==> src/sv/assert_macros.svh <==
// concurrent assertion helpers
`ifndef ASSERT_MACROS_SVH
`define ASSERT_MACROS_SVH

// same-cycle implication
`define ASSERT_IMPLIES(lbl, clk, rst, ante, cons) \
  lbl: assert property (@(posedge clk) disable iff (rst) (ante) |-> (cons)) \
    else $error("assertion failed");

// next-cycle implication
`define ASSERT_NEXT(lbl, clk, rst, ante, cons) \
  lbl: assert property (@(posedge clk) disable iff (rst) (ante) |=> (cons)) \
    else $error("assertion failed");

`endif

==> src/sv/edfts_pkg.sv <==
`timescale 1ns / 1ps

package edfts_pkg;

  localparam int IDX_BITS       = 3;
  localparam int LEAF_COUNT     = 2 ** IDX_BITS;
  localparam int NODE_COUNT     = 2 * LEAF_COUNT - 1;
  localparam int MASK_BITS      = 8;
  localparam int NOW_BITS       = 48;
  localparam int IDLE_BITS      = 32;
  localparam int PERIOD_BITS    = 32;
  localparam int CFG_DATA_BITS  = 64;
  localparam int CFG_INDEX_BITS = 3;

  localparam logic [MASK_BITS-1:0] FREQ_MASK_RESET = 8'hFF;

  typedef enum logic [CFG_INDEX_BITS-1:0] {
    CFG_PERIOD_0_1 = 3'd0,
    CFG_PERIOD_2_3 = 3'd1,
    CFG_PERIOD_4_5 = 3'd2,
    CFG_PERIOD_6_7 = 3'd3,
    CFG_FREQ_MASK  = 3'd4
  } cfg_reg_t;

  typedef struct packed {
    logic                none;
    logic [IDX_BITS-1:0] index;
  } sel_t;

endpackage

==> src/sv/edf_task_selector_unit.sv <==
`timescale 1ns / 1ps
`include "assert_macros.svh"

// Earliest-deadline-first task selector. Each request (alive mask, time stamp,
// idle time) refreshes the remaining deadline of every task and returns the
// alive task with the smallest remaining deadline, compared as a signed value
// so overdue tasks win; ties go to the lower index. One request is taken every
// cycle unless res_ready holds back the result; each passes through an input
// register, the per-task deadline update into the deadline registers, then an
// eight-leaf compare tree into the result register. With no task alive,
// none_alive is 1 and task_index and freq_high are 0. Registers 0 to 3 hold
// two 32-bit periods each (even task in the low half), register 4 the
// per-task high-frequency mask; write them only while no request is in flight.
module edf_task_selector_unit #(
  parameter int TASK_COUNT = 8,
  parameter int TIME_BITS  = 48
) (
  input  logic                                 clk,
  input  logic                                 rst,
  input  logic                                 req_valid,
  output logic                                 req_ready,
  input  logic [edfts_pkg::MASK_BITS-1:0]      alive_mask,
  input  logic [edfts_pkg::NOW_BITS-1:0]       now_us,
  input  logic [edfts_pkg::IDLE_BITS-1:0]      idle_time_us,
  output logic                                 res_valid,
  input  logic                                 res_ready,
  output logic [edfts_pkg::IDX_BITS-1:0]       task_index,
  output logic                                 none_alive,
  output logic                                 freq_high,
  input  logic                                 cfg_valid,
  output logic                                 cfg_ready,
  input  logic [edfts_pkg::CFG_INDEX_BITS-1:0] cfg_index,
  input  logic [edfts_pkg::CFG_DATA_BITS-1:0]  cfg_data
);

  logic                              s1_valid;
  logic [TASK_COUNT-1:0]             s1_alive;
  logic [TIME_BITS-1:0]              s1_now;
  logic                              s1_idle;
  logic                              s2_valid;
  logic                              s2_load;
  logic                              res_load;
  logic [edfts_pkg::PERIOD_BITS-1:0] period [TASK_COUNT];
  logic [edfts_pkg::MASK_BITS-1:0]   freq_mask;
  logic [TIME_BITS-1:0]              deadline [TASK_COUNT];
  logic [TASK_COUNT-1:0]             prev_alive;
  edfts_pkg::sel_t                   sel;

  assign cfg_ready = 1'b1;
  assign res_load  = s2_valid && (!res_valid || res_ready);
  assign s2_load   = s1_valid && (!s2_valid || res_load);
  assign req_ready = !s1_valid || s2_load;

  edfts_cfg #(
    .TASK_COUNT(TASK_COUNT)
  ) u_cfg (
    .clk      (clk),
    .rst      (rst),
    .wr       (cfg_valid && cfg_ready),
    .index    (cfg_index),
    .data     (cfg_data),
    .period   (period),
    .freq_mask(freq_mask)
  );

  edfts_update #(
    .TASK_COUNT(TASK_COUNT),
    .TIME_BITS (TIME_BITS)
  ) u_update (
    .clk       (clk),
    .rst       (rst),
    .load      (s2_load),
    .alive     (s1_alive),
    .now       (s1_now),
    .idle      (s1_idle),
    .period    (period),
    .deadline  (deadline),
    .prev_alive(prev_alive)
  );

  // the alive mask of the item in stage 2 is the one just stored as prev_alive
  edfts_select #(
    .TASK_COUNT(TASK_COUNT),
    .TIME_BITS (TIME_BITS)
  ) u_select (
    .alive   (prev_alive),
    .deadline(deadline),
    .sel     (sel)
  );

  always_ff @(posedge clk) begin
    if (rst) begin
      s1_valid <= 1'b0;
    end else if (req_valid && req_ready) begin
      s1_valid <= 1'b1;
    end else if (s2_load) begin
      s1_valid <= 1'b0;
    end
  end

  always_ff @(posedge clk) begin
    if (req_valid && req_ready) begin
      s1_alive <= alive_mask[TASK_COUNT-1:0];
      s1_now   <= TIME_BITS'(now_us);
      s1_idle  <= |idle_time_us;
    end
  end

  always_ff @(posedge clk) begin
    if (rst) begin
      s2_valid <= 1'b0;
    end else if (s2_load) begin
      s2_valid <= 1'b1;
    end else if (res_load) begin
      s2_valid <= 1'b0;
    end
  end

  always_ff @(posedge clk) begin
    if (rst) begin
      res_valid <= 1'b0;
    end else if (res_load) begin
      res_valid <= 1'b1;
    end else if (res_ready) begin
      res_valid <= 1'b0;
    end
  end

  always_ff @(posedge clk) begin
    if (res_load) begin
      task_index <= sel.index;
      none_alive <= sel.none;
      freq_high  <= !sel.none && freq_mask[sel.index];
    end
  end

  `ASSERT_IMPLIES(a_none_clean, clk, rst, res_valid && none_alive, task_index == '0 && !freq_high)
  `ASSERT_IMPLIES(a_index_range, clk, rst, res_valid && !none_alive, int'(task_index) < TASK_COUNT)
  `ASSERT_NEXT(a_res_load, clk, rst, res_load, res_valid)
  `ASSERT_IMPLIES(a_ready_full, clk, rst, !req_ready, s1_valid && s2_valid)

endmodule

==> src/sv/edfts_cfg.sv <==
`timescale 1ns / 1ps

module edfts_cfg #(
  parameter int TASK_COUNT = 8
) (
  input  logic                                    clk,
  input  logic                                    rst,
  input  logic                                    wr,
  input  logic [edfts_pkg::CFG_INDEX_BITS-1:0]    index,
  input  logic [edfts_pkg::CFG_DATA_BITS-1:0]     data,
  output logic [edfts_pkg::PERIOD_BITS-1:0]       period [TASK_COUNT],
  output logic [edfts_pkg::MASK_BITS-1:0]         freq_mask
);

  always_ff @(posedge clk) begin
    if (rst) begin
      for (int t = 0; t < TASK_COUNT; t++) begin
        period[t] <= '0;
      end
      freq_mask <= edfts_pkg::FREQ_MASK_RESET;
    end else if (wr) begin
      unique case (edfts_pkg::cfg_reg_t'(index))
        edfts_pkg::CFG_PERIOD_0_1, edfts_pkg::CFG_PERIOD_2_3,
        edfts_pkg::CFG_PERIOD_4_5, edfts_pkg::CFG_PERIOD_6_7: begin
          for (int t = 0; t < TASK_COUNT; t++) begin
            if (2'(t >> 1) == index[1:0]) begin
              period[t] <= data[edfts_pkg::PERIOD_BITS * (t % 2) +: edfts_pkg::PERIOD_BITS];
            end
          end
        end
        edfts_pkg::CFG_FREQ_MASK: begin
          freq_mask <= data[edfts_pkg::MASK_BITS-1:0];
        end
        default: begin
        end
      endcase
    end
  end

endmodule

==> src/sv/edfts_update.sv <==
`timescale 1ns / 1ps

module edfts_update #(
  parameter int TASK_COUNT = 8,
  parameter int TIME_BITS  = 48
) (
  input  logic                              clk,
  input  logic                              rst,
  input  logic                              load,
  input  logic [TASK_COUNT-1:0]             alive,
  input  logic [TIME_BITS-1:0]              now,
  input  logic                              idle,
  input  logic [edfts_pkg::PERIOD_BITS-1:0] period [TASK_COUNT],
  output logic [TIME_BITS-1:0]              deadline [TASK_COUNT],
  output logic [TASK_COUNT-1:0]             prev_alive
);

  logic [TIME_BITS-1:0] prev_time;
  logic                 have_prev;
  logic [TIME_BITS-1:0] elapsed;
  logic [TIME_BITS-1:0] deadline_next [TASK_COUNT];

  assign elapsed = have_prev ? now - prev_time : '0;

  always_comb begin
    for (int t = 0; t < TASK_COUNT; t++) begin
      if (!alive[t]) begin
        deadline_next[t] = '0;
      end else if (prev_alive[t] && !idle) begin
        deadline_next[t] = deadline[t] - elapsed;
      end else begin
        deadline_next[t] = TIME_BITS'(period[t]);
      end
    end
  end

  always_ff @(posedge clk) begin
    if (rst) begin
      for (int t = 0; t < TASK_COUNT; t++) begin
        deadline[t] <= '0;
      end
      prev_alive <= '0;
      prev_time  <= '0;
      have_prev  <= 1'b0;
    end else if (load) begin
      for (int t = 0; t < TASK_COUNT; t++) begin
        deadline[t] <= deadline_next[t];
      end
      prev_alive <= alive;
      prev_time  <= now;
      have_prev  <= 1'b1;
    end
  end

endmodule

==> src/sv/edfts_select.sv <==
`timescale 1ns / 1ps

module edfts_select #(
  parameter int TASK_COUNT = 8,
  parameter int TIME_BITS  = 48
) (
  input  logic [TASK_COUNT-1:0] alive,
  input  logic [TIME_BITS-1:0]  deadline [TASK_COUNT],
  output edfts_pkg::sel_t       sel
);

  localparam int LEAVES = edfts_pkg::LEAF_COUNT;
  localparam int NODES  = edfts_pkg::NODE_COUNT;
  localparam logic [TIME_BITS-1:0] SIGN = {1'b1, {(TIME_BITS-1){1'b0}}};

  logic                              leaf_v [LEAVES];
  logic [TIME_BITS-1:0]              leaf_k [LEAVES];
  logic                              node_v [NODES];
  logic [TIME_BITS-1:0]              node_k [NODES];
  logic [edfts_pkg::IDX_BITS-1:0]    node_i [NODES];

  // offset-binary key turns signed order into unsigned order
  for (genvar g = 0; g < LEAVES; g++) begin : g_leaf
    if (g < TASK_COUNT) begin : g_task
      assign leaf_v[g] = alive[g];
      assign leaf_k[g] = deadline[g] ^ SIGN;
    end else begin : g_pad
      assign leaf_v[g] = 1'b0;
      assign leaf_k[g] = '0;
    end
  end

  // heap order: pair 2n, 2n+1 feeds node LEAVES+n, ties keep the lower index
  always_comb begin
    for (int n = 0; n < LEAVES; n++) begin
      node_v[n] = leaf_v[n];
      node_k[n] = leaf_k[n];
      node_i[n] = edfts_pkg::IDX_BITS'(n);
    end
    for (int n = 0; n < LEAVES - 1; n++) begin
      if (node_v[2*n+1] && (!node_v[2*n] || node_k[2*n+1] < node_k[2*n])) begin
        node_v[LEAVES+n] = 1'b1;
        node_k[LEAVES+n] = node_k[2*n+1];
        node_i[LEAVES+n] = node_i[2*n+1];
      end else begin
        node_v[LEAVES+n] = node_v[2*n];
        node_k[LEAVES+n] = node_k[2*n];
        node_i[LEAVES+n] = node_i[2*n];
      end
    end
  end

  assign sel.none  = !node_v[NODES-1];
  assign sel.index = node_v[NODES-1] ? node_i[NODES-1] : '0;

endmodule

==> config.mk <==
export PLATFORM = sky130hd
export DESIGN_NAME = edf_task_selector_unit
export DESIGN_NICKNAME = d
export VERILOG_FILES = /design/src/sv/edfts_pkg.sv /design/src/sv/edf_task_selector_unit.sv /design/src/sv/edfts_cfg.sv /design/src/sv/edfts_update.sv /design/src/sv/edfts_select.sv
export VERILOG_INCLUDE_DIRS = /design/src /design/src/sv
export SDC_FILE = /design/constraint.sdc
export NUM_CORES = 2
export LEC_CHECK = 0
export BUFFER_PORTS_ARGS = -buffer_cell sky130_fd_sc_hd__buf_2
export CORE_MARGIN = 5
export CORE_UTILIZATION = 65
export CTS_CLUSTER_SIZE = 30
export DETAILED_ROUTE_END_ITERATION = 8
export GPL_TIMING_DRIVEN = 0
export PLACE_DENSITY = 0.84
export SYNTH_ARGS = -nofsm -noshare
export SYNTH_HDL_FRONTEND = slang
export SYNTH_SLANG_ARGS = --single-unit
export TNS_END_PERCENT = 100
==> constraint.sdc <==
create_clock -name clk -period 25.1 [get_ports clk]
set_input_delay 2.51 -clock clk [delete_from_list [all_inputs] [get_ports clk]]
set_output_delay 2.51 -clock clk [all_outputs]
set_load 0.05 [all_outputs]
# [Yosys cells after proc, flatten, opt, wreduce, memory -nomap -nowiden]
# Cells that the tools add are included.
# Widths: inputs -> output; s select.
[op_classes] bitwise_logic=8 div_mod_pow=0 reduce_logical=53 n_lt_le_gt_ge=8 n_shift=0 n_mux=46 mul=0 n_eq_ne=7 addsub=9
[op_table] op="$mux 48" count=23
[op_table] op="$sub 48x48->48" count=9
[op_table] op="$lt 48x48->1" count=7
[op_table] op="$reduce_or 32->1" count=1
[op_table] op="$logic_and 1x1->1" count=19
[op_table] op="$mux 1" count=18
[op_table] op="$logic_not 1->1" count=12
[op_table] op="$reduce_and 3->1" count=4
[op_table] op="$logic_or 1x1->1" count=10
[op_table] op="$not 1->1" count=8
[op_table] op="$eq 3x2->1 const B" count=2
[op_table] op="$mux 3" count=2
[op_table] op="$reduce_bool 2->1" count=3
[op_table] op="$eq 2x2->1 const A" count=2
[op_table] op="$lt 3x4->1 const B" count=1
[op_table] op="$mux 2" count=2
[op_table] op="$reduce_or 4->1" count=1
[op_table] op="$bmux 1 s3" count=1
[op_table] op="$eq 3x1->1 const B" count=1
[op_table] op="$eq 3x3->1 const B" count=1
[op_table] op="$logic_not 3->1" count=1
[op_table] op="$eq 1x2->1 const A" count=1
[op_table] op="$logic_not 2->1" count=1
[op_table] op="$reduce_and 2->1" count=1
[word_totals] inputBits=160 wordCells=160 output_inout_bits=8 latchBits=0 register_bits=770 ram_bits=0 n_memories=0 romBits=0

# [Depth between registers and ports, before layout]
[logic_depth] depth_word=17 ltp_mapped=42 ltp_nobuf=37

# [Modules after synthesis]
# Synthesis repeated with hierarchy kept, for this count alone.
[unflattened] hier_cells=7741 area_unflattened_um2=62179.6
[modules_own_cells] module="edfts_update" area_each_um2=38499.4 n_inst=1 seq_area_each_um2=8828.5 cells_per_inst=5022
[modules_own_cells] module="edfts_select" area_each_um2=11169.5 n_inst=1 seq_area_each_um2=0.0 cells_per_inst=1686
[modules_own_cells] module="edfts_cfg" area_each_um2=10382.5 n_inst=1 seq_area_each_um2=5285.1 cells_per_inst=937
[modules_own_cells] module="edf_task_selector_unit" area_each_um2=2128.3 n_inst=1 seq_area_each_um2=1921.8 cells_per_inst=96

# [Worst setup path before layout]
# OpenSTA, ideal clock, no wires.
[synth_path] path_kind="register to register" startpoint="register u_update.deadline[159] (netlist bit)" endpoint="register freq_high (data pin)" arrival_ps=8077 path_slack_ps=16746 setup_ps=277 stages_incl_launch_ff=39 t_required_ps=24823 n_path_buf=3 period_less_slack_ps=8354 cell_sequence="dfxtp_1 inv_1 ha_1 a21oi_1 o21ai_1 a2111o_1 a211oi_1 o221ai_1 o21ai_0 and2_1 clkbuf_1 buf_1 mux2i_1 ha_1 a21o_1 a21o_1 a21o_1 a21o_1 (+3 left out) a221oi_4 clkbuf_1 mux2i_1 ha_1 a21o_1 a21o_1 a21o_1 a21o_1 a21o_1 a21o_1 a21o_1 a221oi_1 o211ai_1 nor2_1 and3_1 mux2i_1 and3_1 a211oi_2"
[synth_between] elab_chain_cells=16 elab_cells_between_ends=22 classes_between="order compare (3); mux (11); reduce/logical (8)"
[synth_lines] element="from (decl)" line_no="edfts_update.sv:14" rtl="output logic [TIME_BITS-1:0] deadline [TASK_COUNT],"
[synth_lines] element="from (signal, indexed assignment)" line_no="edfts_update.sv:47" rtl="deadline[t] <= deadline_next[t];"
[synth_lines] element="$lt 48x48->1" line_no="edfts_select.sv:41" rtl="if (node_v[2*n+1] && (!node_v[2*n] || node_k[2*n+1] < node_k[2*n])) begin"
[synth_lines] element="$logic_or 1x1->1" line_no="edfts_select.sv:41"
[synth_lines] element="$logic_and 1x1->1" line_no="edfts_select.sv:41"
[synth_lines] element="$mux 48 or $mux 1 (tied branches)" line_no="edfts_select.sv:41"
[synth_lines] element="$lt 48x48->1 or $logic_not 1->1 (tied branches)" line_no="edfts_select.sv:41"
[synth_lines] element="$logic_or 1x1->1" line_no="edfts_select.sv:41"
[synth_lines] element="$logic_and 1x1->1" line_no="edfts_select.sv:41"
[synth_lines] element="$mux 48" line_no="edfts_select.sv:41"
[synth_lines] element="$lt 48x48->1" line_no="edfts_select.sv:41"
[synth_lines] element="$logic_or 1x1->1" line_no="edfts_select.sv:41"
[synth_lines] element="$logic_and 1x1->1" line_no="edfts_select.sv:41"
[synth_lines] element="$mux 3 or $mux 1 (tied branches)" line_no="edfts_select.sv:41"
[synth_lines] element="$mux 3" line_no="edfts_select.sv:54" rtl="assign sel.index = node_v[NODES-1] ? node_i[NODES-1] : '0;"
[synth_lines] element="$bmux 1 s3" line_no="edf_task_selector_unit.sv:133" rtl="freq_high <= !sel.none && freq_mask[sel.index];"
[synth_lines] element="$mux 1 (implied by the code)" line_no="edf_task_selector_unit.sv:133"
[synth_lines] element="$logic_and 1x1->1 (*)" line_no="edf_task_selector_unit.sv:133"
[synth_lines] element="to (signal assigned)" line_no="edf_task_selector_unit.sv:133"
[synth_lines] element="to (decl)" line_no="edf_task_selector_unit.sv:29" rtl="output logic freq_high,"
# Mark *: on every way between the ends. The rest lies on a longest branch, timed or not. The select of a mux whose other input is x is not followed.
# A chain may end at the register's enable or synchronous reset.

# [Final worst setup path]
[layout_path] startpoint="register u_update.deadline[379] (netlist bit)" endpoint="register freq_high (data pin)"
[layout_between] elab_chain_cells=16 elab_cells_between_ends=23 classes_between="order compare (3); mux (11); reduce/logical (9)"
[layout_lines] element="$lt 48x48->1" line_no="edfts_select.sv:41"
[layout_lines] element="$logic_or 1x1->1" line_no="edfts_select.sv:41"
[layout_lines] element="$logic_and 1x1->1" line_no="edfts_select.sv:41"
[layout_lines] element="$mux 48 or $mux 1 (tied branches)" line_no="edfts_select.sv:41"
[layout_lines] element="$lt 48x48->1 or $logic_not 1->1 (tied branches)" line_no="edfts_select.sv:41"
[layout_lines] element="$logic_or 1x1->1" line_no="edfts_select.sv:41"
[layout_lines] element="$logic_and 1x1->1" line_no="edfts_select.sv:41"
[layout_lines] element="$mux 48 or $mux 1 (tied branches)" line_no="edfts_select.sv:41"
[layout_lines] element="$lt 48x48->1 or $logic_not 1->1 (tied branches)" line_no="edfts_select.sv:41"
[layout_lines] element="$logic_or 1x1->1" line_no="edfts_select.sv:41"
[layout_lines] element="$logic_and 1x1->1" line_no="edfts_select.sv:41"
[layout_lines] element="$mux 3 or $mux 1 (tied branches)" line_no="edfts_select.sv:41"
[layout_lines] element="$mux 3" line_no="edfts_select.sv:54"
[layout_lines] element="$bmux 1 s3" line_no="edf_task_selector_unit.sv:133"
[layout_lines] element="$mux 1 (implied by the code)" line_no="edf_task_selector_unit.sv:133"
[layout_lines] element="$logic_and 1x1->1 (*)" line_no="edf_task_selector_unit.sv:133"
# Marks and branches as above.

==> metrics.md <==
| Metric | Value |
|---|---|
| Status | `finished, violations left` |
| Failing checks | `capacitance limit, slew limit` |
| Commonest non-fill, non-tap cells in the layout | `nand2_1, a21oi_1, ha_1, dfxtp_1, nor2_1` |
| Initial antenna violation count | `10` |
| Core area | `between 90000 and 100000 sq um` |
| Final Non-Filler Cells | `~9000` |
| Register bit total from synthesis | `770` |
| Setup Fix Bufs, Post-CTS | `0` |
| Leakage | `slightly below 30 nW` |
| Max Fanout on Critical Path | `10` |
| Overflow after GRT | `0` |
| Met2 GRT Util | `about two thirds` |
| Die width | `approximately 310 um` |
| Pre-antenna DRT Iters | `6` |
| CTS tree | `built` |
| DP HPWL | `about 180000 um` |
| Most common cell after layout, fill and taps aside | `nand2_1` |
| First-pass GRT wire length | `between 300000 and 400000 um` |
| Detail Route Antenna Nets | `0` |
| Cell area after synthesis | `approximately 60000 sq um` |
| Hold_sp | `u_cfg.period[13]$_SDFFE_PP0P_` |
| Switching power | `around 0.0013 W` |
| WL/cell | `24.3 um` |
| DR vias/cell | `6.56` |
| Post-Syn Area per Cell | `slightly below 8 sq um` |
| Flop pwr share | `between 30% and 40%` |
| Clock-pin slew on the worst setup and hold paths | `approximately 60 ps` |
| Max stage delay cell, worst path | `nor4b_1` |
| Sum Neg Setup Slack | `0 ps` |
| Tot GR Track Use | `between 40% and 50%` |
| WP data arrival | `about 14000 ps` |
| Global Route met3 Usage | `10.6%` |
| DRT Wirelength | `225000 um` |
| FMAX | `about 0.076 GHz` |
| Period minus WS final | `13160 ps` |
| Area occupied by multi-input gates | `roughly 41000 sq um` |
| Critical path endpoint category | `register` |
| Fin. max-slew vios | `33` |
| Min-Delay Path Class | `register to register` |
| FFs w/ async S/R, synth | `0%` |
| Final setup fails | `0` |
| Critical path origin | `u_update.deadline[379]$_SDFFE_PP0P_` |
| Worst setup path class | `register to register` |
| Critical path launch point type | `register` |
| Clk_lat worst skew | `~700 ps` |
| Sw frac | `between 30% and 40%` |
| Met1 GRT Util | `between 50 and 60%` |
| Via count | `around 60000` |
| Clk buf depth | `3` |
| Total internal power | `approximately 0.0025 W` |
| Hold Vio Cnt, Final | `0` |
| 1st-iter DRT viols | `about 7300` |
| Cell total after placement | `9078` |
| DIE AREA | `between 90000 and 100000 sq um` |
| Largest net degree at the start of global routing | `29` |
| Final worst-path cycle share | `a little over half` |
| Setup Skew | `26.7 ps` |
| Largest delay contributor family on the critical path | `simple AND/OR/NAND/NOR gates` |
| # nets final | `a little under 9000` |
| Number of global-route vias before repair | `around 57000` |
| CP Data Required Time | `roughly 26000 ps` |
| Placer Congestion | `about 1.1` |
| Clock power share | `between 30 and 40%` |
| CTS Hold Bufs | `0` |
| Slowest stage delay, CP | `roughly 1100 ps` |
| Ports | `~170` |
| Register area share after synthesis | `between 20% and 30%` |
| Fill cells | `about 7500` |
| Bufs and invs on worst path | `5` |
| Die Ht | `approximately 310 um` |
| Busiest grt layer | `met2` |
| Worst slew margin | `-12.1%` |
| Layout cell share with drive strength beyond 1 | `5.15%` |
| Num CTS Buffers | `89` |
| Core Rows | `111` |
| Gate Count Post-Synth | `slightly below 8000` |
| Finished layout cell area | `65400 sq um` |
| Clock Sinks | `770` |
| Max IR drop VDD | `around 0.000064 V` |
| Synth-to-Final Area Change | `9.27%` |
| Syn_nets | `8643` |
| Unrepaired setup endpoints after global routing | `no` |
| DRC | `0` |
| Post-synth EDFFs | `62` |
| CTS H-tree lvls | `3` |
| Max-Cap Viols | `3` |
| Pwr Total | `0.00378 W` |
| FF/Latch Area | `approximately 16000 sq um` |
| R2R Path Start | `u_update.deadline[379]$_SDFFE_PP0P_` |
| Placed inst area | `just over 60000 sq um` |
| Port Buf Inserts | `~160` |
| Worst Tran Pin Value | `around 1700 ps` |
| Pwr/cell area | `just under 60 nW/um^2` |
| Hold_ws | `approximately 460 ps` |
| Post-CTS Resized | `0` |
| Comb power frac | `28.6%` |
| Synth unique cells | `88` |
| Main flop type after synthesis | `dfxtp_1` |
| Starting Density | `65.4%` |
| Root buffer cell | `clkbuf_16` |
| YS warnings | `0` |
[Yosys cell counts, types with 31 or more instances]
| library cell | number | area (sq um) |
|---|---|---|
| nor4_1 | 33 | 206 |
| a22oi_1 | 259 | 1940 |
| ha_1 | 752 | 9410 |
| inv_1 | 447 | 1680 |
| mux2i_1 | 194 | 1940 |
| o21bai_1 | 65 | 488 |
| a31oi_1 | 36 | 225 |
| clkbuf_1 | 289 | 1080 |
| or3_1 | 39 | 244 |
| o21ai_1 | 42 | 210 |
| buf_1 | 38 | 143 |
| o21ai_0 | 436 | 2180 |
| nand2_1 | 1234 | 4630 |
| a21boi_0 | 58 | 435 |
| a21oi_1 | 795 | 3980 |
| nor3_1 | 73 | 365 |
| nor2_1 | 523 | 1960 |
| dfxtp_1 | 708 | 14200 |
| o31ai_1 | 47 | 353 |
| a22o_1 | 39 | 342 |
| xor2_1 | 153 | 1340 |
| nand4_1 | 92 | 576 |
| and3_1 | 56 | 350 |
| nand3_1 | 109 | 546 |
| o21a_1 | 77 | 578 |
| mux2_2 | 52 | 586 |
| edfxtp_1 | 62 | 1860 |
| xnor2_1 | 198 | 1730 |
| a21o_1 | 291 | 2180 |
| nor2b_1 | 73 | 457 |
| o2111ai_1 | 31 | 272 |
| nand2b_1 | 89 | 557 |
| a211oi_1 | 47 | 353 |
[cells by family (layout without fill, tap and decap cells)]
family | count (synthesis) | count (layout) | synth area share, %
flip-flops | 770 | 770 | 26.8
adder cells (fa/ha/maj) | 761 | 761 | 16.0
XOR/XNOR | 351 | 351 | 5.13
AO/OA/AOI/OAI | 2402 | 2402 | 25.3
other | 1 | 9 | 0.00626
multiplexers | 247 | 247 | 4.24
buffers and inverters | 782 | 1119 | 4.92
AND/OR/NAND/NOR | 2408 | 2408 | 17.6
[power by group through the flow]
| stage | logic [W] | registers, W | clock network, W |
|---|---|---|---|
| 2_1_floorplan | 0.000741 | 0.00131 | 0 |
| 3_3_place_gp | 0.00102 | 0.00132 | 0 |
| 3_5_place_dp | 0.00103 | 0.00132 | 0 |
| 4_1_cts | 0.00104 | 0.00129 | 0.00140 |
| 5_1_grt | 0.00115 | 0.00129 | 0.00145 |
| 6_report | 0.00108 | 0.00129 | 0.00141 |
[final timing paths]
path | end | slack, ps | depth (start not counted)
max | freq_high$_DFFE_PP_ | 11940 | 36
min | u_cfg.period[13]$_SDFFE_PP0P_ | 460 | 2
min reg2reg | u_cfg.period[13]$_SDFFE_PP0P_ | 460 | 2
max reg2reg | freq_high$_DFFE_PP_ | 11940 | 36
[through the flow]
stage	utilization [%]	worst slack [ps]
5_1_grt	71.5	12250
3_3_place_gp	67.9	12660
4_1_cts	71.4	12500
2_1_floorplan	-	16750
3_5_place_dp	68.1	12510
6_report	71.5	11940
[worst min-delay path: stages (launching register included)]
cell	delay (ps)
dfxtp_1	310
nand2_1	50
a21oi_1	50
[routing by layer]
layer	up-vias	wire length, um	part of all wire, %
met5	-	37	0.016
met4	6	17800	7.9
met3	756	27000	12
met2	3387	95200	42
met1	28400	85200	38
li1	28100	-	-
[flip-flops by register name, summed over array words and instances (netlist names)]
register and flops:
u_update.prev_alive 8, freq_high 1, u_update.prev_time 48, u_update.have_prev 1, s1_alive 8, res_valid 1, s1_valid 1, s1_idle 1
u_update.deadline 384, s1_now 48, u_cfg.period 256, s2_valid 1, task_index 3, none_alive 1, u_cfg.freq_mask 8
[cell type report]
| cell class | count | area share [%] |
|---|---|---|
| Antenna cell | 8 | 0.0306 |
| Buffer | 334 | 1.93 |
| Clock buffer | 117 | 3.82 |
| Clock inverter | 49 | 0.920 |
| Inverter | 448 | 2.57 |
| Multi-Input combinational cell | 6170 | 62.6 |
| Sequential cell | 770 | 24.5 |
| Tap cell | 1186 | 2.27 |
| Timing Repair Buffer | 171 | 1.40 |
(Power assumes the default switching activity.)
